[config.mk]
export PLATFORM = sky130hd
export DESIGN_NAME = jpeg_coefficient_run_expander
export DESIGN_NICKNAME = d
export VERILOG_FILES = /design/src/rtl/core/jcre_pkg.sv /design/src/rtl/core/jpeg_coefficient_run_expander.sv
export SDC_FILE = /design/constraint.sdc
export NUM_CORES = 1
export LEC_CHECK = 0
export BUFFER_PORTS_ARGS = -buffer_cell sky130_fd_sc_hd__buf_2
export CORE_ASPECT_RATIO = 0.75
export CORE_UTILIZATION = 55
export DETAILED_ROUTE_END_ITERATION = 12
export HOLD_SLACK_MARGIN = 0.15
export PLACE_DENSITY = 0.73
export SLEW_MARGIN = 20
export SYNTH_ARGS = -nofsm -noshare
export SYNTH_HDL_FRONTEND = slang
export SYNTH_SLANG_ARGS = --single-unit
[constraint.sdc]
create_clock -name clk -period 8 [get_ports clk]
set_clock_uncertainty 0.2 [all_clocks]
set_input_delay 0.8 -clock clk [delete_from_list [all_inputs] [get_ports clk]]
set_output_delay 0.8 -clock clk [all_outputs]
set_load 0.02 [all_outputs]
[src/rtl/core/jcre_pkg.sv]
// Shared types, constants and value recovery for the JPEG coefficient run expander.
package jcre_pkg;

  localparam int NUM_CHANNELS = 4;
  localparam int BLOCK_LEN    = 64;
  localparam int CH_IDX_W     = (NUM_CHANNELS > 1) ? $clog2(NUM_CHANNELS) : 1;

  localparam logic [7:0] SYM_EOB   = 8'h00;
  localparam logic [7:0] SYM_ZRL   = 8'hF0;
  localparam logic [6:0] ZRL_COUNT = 7'd16;
  localparam logic [5:0] LAST_POS  = 6'(BLOCK_LEN - 1);

  // Input beat
  typedef struct packed {
    logic [1:0]  channel;
    logic [7:0]  symbol;
    logic [14:0] magnitude_bits;
  } in_beat_t;

  // Result beat
  typedef struct packed {
    logic signed [15:0] coefficient;
    logic [5:0]         position;
    logic [1:0]         block_channel;
    logic               last;
    logic               overrun;
  } out_beat_t;

  // Size-based sign recovery: bits with a clear top bit are negative
  function automatic logic [15:0] recover_value(input logic [3:0] size,
                                                input logic [14:0] raw);
    logic [15:0] mask;
    logic [15:0] v;
    logic [15:0] top;
    mask = (16'd1 << size) - 16'd1;
    v    = {1'b0, raw} & mask;
    top  = v >> (size - 4'd1);
    if (size == 4'd0) begin
      recover_value = 16'd0;
    end else if (top[0] == 1'b0) begin
      recover_value = v - mask;
    end else begin
      recover_value = v;
    end
  endfunction

endpackage

[src/rtl/core/jpeg_coefficient_run_expander.sv]
// JPEG baseline coefficient run expander: symbols in, zigzag coefficients out.
// A symbol is taken in the idle cycle and decoded in the next, then its coefficients leave one
// per cycle from the output register while out_stall is low, the first registered in the emit state after decode.
// The input is stalled from acceptance until the symbol's last coefficient is registered, so no new
// symbol is taken before the last one is through; stall on the output prolongs the hold.
// Synchronous active-low reset: expects a DC symbol next, DC predictors and channel zero.
module jpeg_coefficient_run_expander
  import jcre_pkg::*;
(
  input  logic      clk,
  input  logic      rst_n,
  input  logic      in_valid,
  output logic      in_stall,
  input  in_beat_t  in_data,
  output logic      out_valid,
  input  logic      out_stall,
  output out_beat_t out_data
);

  typedef enum logic [1:0] {S_IDLE, S_DEC, S_EMIT} state_t;

  state_t         state_r, state_nxt;
  logic [6:0]     pos_r, pos_nxt;
  logic [1:0]     chan_r, chan_nxt;
  logic [15:0]    dc_pred_r [NUM_CHANNELS];
  logic           pred_we;
  logic [15:0]    pred_wdata;
  in_beat_t       item_r;
  logic [5:0]     cur_r, cur_nxt;
  logic [5:0]     stop_r, stop_nxt;
  logic           val_en_r, val_en_nxt;
  logic [15:0]    val_r, val_nxt;
  logic           ovr_r, ovr_nxt;
  logic           out_valid_r, out_valid_nxt;
  out_beat_t      out_data_r, out_data_nxt;

  // Decode helpers
  logic [3:0]          run;
  logic [3:0]          size;
  logic [15:0]         rec;
  logic [1:0]          ch_sat;
  logic [CH_IDX_W-1:0] ch_idx;
  logic [6:0]          target;
  logic                is_dc;
  logic                out_free;
  logic                at_stop;
  logic [6:0]          cur_inc;

  assign run     = item_r.symbol[7:4];
  assign size    = item_r.symbol[3:0];
  assign rec     = recover_value(size, item_r.magnitude_bits);
  assign ch_sat  = (int'(item_r.channel) >= NUM_CHANNELS) ? 2'(NUM_CHANNELS - 1)
                                                           : item_r.channel;
  assign ch_idx  = ch_sat[CH_IDX_W-1:0];
  assign is_dc   = (pos_r == 7'd0) || (pos_r >= 7'(BLOCK_LEN));
  assign target  = pos_r + ((item_r.symbol == SYM_ZRL) ? (ZRL_COUNT - 7'd1)
                                                       : {3'd0, run});
  assign out_free = !out_valid_r || !out_stall;
  assign at_stop  = (cur_r == stop_r);
  // shared cursor incrementer: next emit slot and next block position
  assign cur_inc  = {1'b0, cur_r} + 7'd1;

  assign in_stall  = (state_r != S_IDLE);
  assign out_valid = out_valid_r;
  assign out_data  = out_data_r;

  // Sequencer
  always_comb begin
    state_nxt     = state_r;
    pos_nxt       = pos_r;
    chan_nxt      = chan_r;
    cur_nxt       = cur_r;
    stop_nxt      = stop_r;
    val_en_nxt    = val_en_r;
    val_nxt       = val_r;
    ovr_nxt       = ovr_r;
    pred_we       = 1'b0;
    pred_wdata    = dc_pred_r[ch_idx] + rec;
    out_valid_nxt = out_valid_r && out_stall;
    out_data_nxt  = out_data_r;
    unique case (state_r)
      S_IDLE: begin
        if (in_valid) begin
          state_nxt = S_DEC;
        end
      end
      S_DEC: begin
        state_nxt = S_EMIT;
        ovr_nxt   = 1'b0;
        if (is_dc) begin
          pred_we    = 1'b1;
          chan_nxt   = ch_sat;
          cur_nxt    = 6'd0;
          stop_nxt   = 6'd0;
          val_en_nxt = 1'b1;
          val_nxt    = pred_wdata;
        end else begin
          cur_nxt    = pos_r[5:0];
          val_nxt    = rec;
          if (item_r.symbol == SYM_EOB) begin
            stop_nxt   = LAST_POS;
            val_en_nxt = 1'b0;
          end else if (target > {1'b0, LAST_POS}) begin
            // run past the block end: zero fill, flag on the final slot
            stop_nxt   = LAST_POS;
            val_en_nxt = 1'b0;
            ovr_nxt    = 1'b1;
          end else begin
            stop_nxt   = target[5:0];
            val_en_nxt = (item_r.symbol != SYM_ZRL);
          end
        end
      end
      S_EMIT: begin
        if (out_free) begin
          out_valid_nxt              = 1'b1;
          out_data_nxt.coefficient   = (at_stop && val_en_r) ? val_r : 16'd0;
          out_data_nxt.position      = cur_r;
          out_data_nxt.block_channel = chan_r;
          out_data_nxt.last          = (cur_r == LAST_POS);
          out_data_nxt.overrun       = at_stop && ovr_r;
          if (at_stop) begin
            state_nxt = S_IDLE;
            pos_nxt   = (cur_r == LAST_POS) ? 7'd0 : cur_inc;
          end else begin
            cur_nxt = cur_inc[5:0];
          end
        end
      end
      default: begin
        state_nxt = S_IDLE;
      end
    endcase
  end

  // State and registered outputs
  always_ff @(posedge clk) begin
    if (!rst_n) begin
      state_r     <= S_IDLE;
      pos_r       <= 7'd0;
      chan_r      <= 2'd0;
      out_valid_r <= 1'b0;
      for (int i = 0; i < NUM_CHANNELS; i++) begin
        dc_pred_r[i] <= 16'd0;
      end
    end else begin
      state_r     <= state_nxt;
      pos_r       <= pos_nxt;
      chan_r      <= chan_nxt;
      out_valid_r <= out_valid_nxt;
      if (pred_we) begin
        dc_pred_r[ch_idx] <= pred_wdata;
      end
    end
  end

  // Payload registers
  always_ff @(posedge clk) begin
    if (state_r == S_IDLE && in_valid) begin
      item_r <= in_data;
    end
    cur_r      <= cur_nxt;
    stop_r     <= stop_nxt;
    val_en_r   <= val_en_nxt;
    val_r      <= val_nxt;
    ovr_r      <= ovr_nxt;
    out_data_r <= out_data_nxt;
  end

  // Checks
  a_accept_decodes: assert property (@(posedge clk) disable iff (!rst_n)
    (in_valid && !in_stall) |=> (state_r == S_DEC))
    else $error("accepted beat not decoded next cycle");

  a_overrun_last: assert property (@(posedge clk) disable iff (!rst_n)
    (out_valid_r && out_data_r.overrun) |-> out_data_r.last)
    else $error("overrun flagged off the final coefficient");

  a_cursor_bound: assert property (@(posedge clk) disable iff (!rst_n)
    (state_r == S_EMIT) |-> (cur_r <= stop_r))
    else $error("emit cursor passed its stop position");

  a_dc_position: assert property (@(posedge clk) disable iff (!rst_n)
    (state_r == S_DEC && is_dc) |=> (cur_r == 6'd0 && stop_r == 6'd0))
    else $error("DC symbol not routed to position zero");

endmodule

==> results.md <==
* Mapped Area at 0.00868 mm^2
* Routability cong. at 0.901
* Synthesized area per cell at 11.6 um^2
* Die area at 0.0163 mm^2
* Top cell type's share of synthesized area at 50.2%
* Total CTS buffers at 17
* CTS clk-pin slew, worst paths at 60 ps
* Logic pwr share at 25.5%
* Seq cells post-synth at 159
* GRT Overall Usage at 24.5%
* CP max-delay cell: edfxtp_1
* Async SR Flop Fraction at 0%
* Clk root buf: clkbuf_16
* Initial antenna violation count at 0
* Vias post-DR at 5961
* HPWL after DPL at 13500 um
* Hold_buf cts at 0
* Core area at 0.0153 mm^2
* TritonCTS clock tree: built
* Register area at 0.00463 mm^2
* Period Utilization, post-route at 91.7%
* Clk buf depth at 2
* Area after DPL at 0.00909 mm^2
* Vias in the first global route at 5769
* Chip height at 111 um
* Maximum vdd drop at 0.000198 V
* First-pass GRT wire length at 30300 um
* DRC at 0
* Crit start category: flop
* Status: complete, no violations
* Register area share after synthesis at 53.4%
* Finish-stage setup viols at 0
* Routed len/inst at 18.8 um
* Most common cell after layout, fill and taps aside: edfxtp_1
* Unrepaired setup endpoints after global routing: no
* Chip width at 147 um
* Power per standard cell area at 250 mW/mm^2
* Clock Power Share at 32.0%
* Peak Freq at 0.136 GHz
* Port Buffers at 56
* Crit-path max FO at 17
* Num rows at 39
* Reg power frac at 42.4%
* H-tree depth at 4
* Syn-to-layout area delta at 11.3%
* Post-CTS Setup Bufs at 0
* Post-synth EDFFs at 145
* Leakage at 3.72 nW
* Hold Path Class: reg -> reg
* Initial drt markers at 596
* Avg Vias per Cell at 5.93
* # Max-Cap Violations at 0
* Max_slew headroom at 31.2%
* Worst-skew pair later-pin latency at 430 ps
* Starting density of the core at 56.7%
* Post-route setup TNS at 0 ps
* Fill cells at 1228
* Sw Pwr at 0.767 mW
* Synth area leader: edfxtp_1
* Global route total overflow at 0
* I/O pins at 57
* Crit. End Element: flop
* Synth Flop Type: edfxtp_1
* Nets@finish at 846
* Drt total wl at 18900 um
* Slew @ Worst Pin at 1030 ps
* CP arrival at 7270 ps
* Clk sinks at 159
* Net Sw Frac at 31.8%
* Commonest cells after routing, fill and taps aside: edfxtp_1, nor2_1, buf_2
* Largest net degree at the start of global routing at 29
* Layout cell share with drive strength beyond 1 at 18.7%
* Final Max Slew Viols at 0
* Synth area leaders: edfxtp_1, nor2_1, mux4_2
* Int Pwr at 1.65 mW
* Fin. Hold Viols at 0
* DR pass1 iterations at 5
* Worst path max stage delay at 660 ps
* Post-Syn Instances at 746
* Footprint of the multi-input gates at 0.00378 mm^2
* Detail Route Antenna Nets at 0
* Post-synth cell types at 80
* Ant. Diodes at 0
* Ys Warns at 0
* Data required, critical path at 7930 ps
* Fin area at 0.00966 mm^2
* Worst Path Class, Setup: reg -> reg
* Crit path time final at 7340 ps
* Syn nets at 804
final timing paths:
| kind | cells after the start | slack, ps | endpoint | startpoint |
|---|---|---|---|---|
| setup / recovery | 25 | 660 | dc_pred_r[3][14]$_DFFE_PP_ | item_r[15]$_DFFE_PP_ |
| hold / removal | 0 | 280 | out_data[2]$_DFFE_PP_ | chan_r[0]$_SDFFE_PN0P_ |
| hold reg to reg | 0 | 280 | out_data[2]$_DFFE_PP_ | chan_r[0]$_SDFFE_PN0P_ |
| setup reg to reg | 25 | 660 | dc_pred_r[3][14]$_DFFE_PP_ | item_r[15]$_DFFE_PP_ |
repair_timing:
item / in CTS / in global routing
gates resized for setup: 0 / 1
setup endpoints to repair: 0 / 10
hold endpoints to repair: 0 / 0
cells by family (layout without fill, tap and decap cells):
group                      count (synthesis)  count (layout)  synth area share [%]
and+or+nand+nor                          281             281                  17.1
DFF                                      159             159                  53.4
adders and majority gates                 29              29                  4.35
xor gates and xnor gates                  45              45                  4.54
buffers and inverters                     61             116                  3.21
AOI/OAI and AO/OA                        147             147                  12.3
muxes                                     24              24                  5.10
flip-flops by register name (all words and copies together) (netlist names), named ones only:
register,cells
dc_pred_r,64
out_data,26
item_r,23
val_r,16
pos_r,7
cur_r,6
stop_r,6
ch_idx,2
chan_r,2
state_r,2
out_valid,1
ovr_r,1
val_en_r,1
worst max-delay path: cells and delay by family (launching register included):
family,cells,cell delay (ps)
compound gates,12,2590
simple gates,5,1280
fa+ha+maj,4,1440
flops,1,660
xor+xnor,2,570
buf+inv,2,320
metrics by stage:
step	power [mW]	util [%]	setup slack, ps	instances	hold WS, ps
after floorplan	1.48	-	1420	746	208
after global placement	1.62	59.3	875	974	273
after detailed placement	1.64	59.3	634	974	267
after CTS	2.41	63.0	543	1006	284
after global routing	2.52	63.0	11.9	1006	300
final	2.41	63.0	663	1006	284
synth_stat cells (7+ instances only):
cell type and count:
nand3_1 16, edfxtp_1 145, nor3_1 12, nand2_1 40
nor2_1 106, clkbuf_1 26, mux4_2 16, a21oi_1 29
and3_1 23, xor2_1 16, a21o_1 15, dfxtp_1 14
buf_2 7, o21ai_0 30, ha_1 27, and2_1 11
nand3b_1 10, nor2b_1 12, nand2b_1 10, o21a_1 9
inv_1 20, xnor2_1 29
power by group through the flow:
stage,logic [mW],registers (mW),clock network (mW)
global placement,0.585,1.04,0
detailed placement,0.599,1.04,0
CTS,0.604,1.02,0.785
global route,0.674,1.03,0.815
floorplan,0.450,1.03,0
finish,0.616,1.02,0.773
area by class of cell:
cell class | count | share of cell area, %
clock buffer | 20 | 4.95
clock inverter | 12 | 0.958
inverter | 20 | 0.777
multi-input combinational | 526 | 39.2
sequential | 159 | 48.0
tap | 205 | 2.66
timing repair buffer | 64 | 3.52
layer usage:
metal	share of wire, %	GRT usage [%]
met1	46	34.7
met2	45	37.1
met3	8.1	6.34
met4	1.7	7.77
met5	0	0
(Power assumes the default switching activity.)
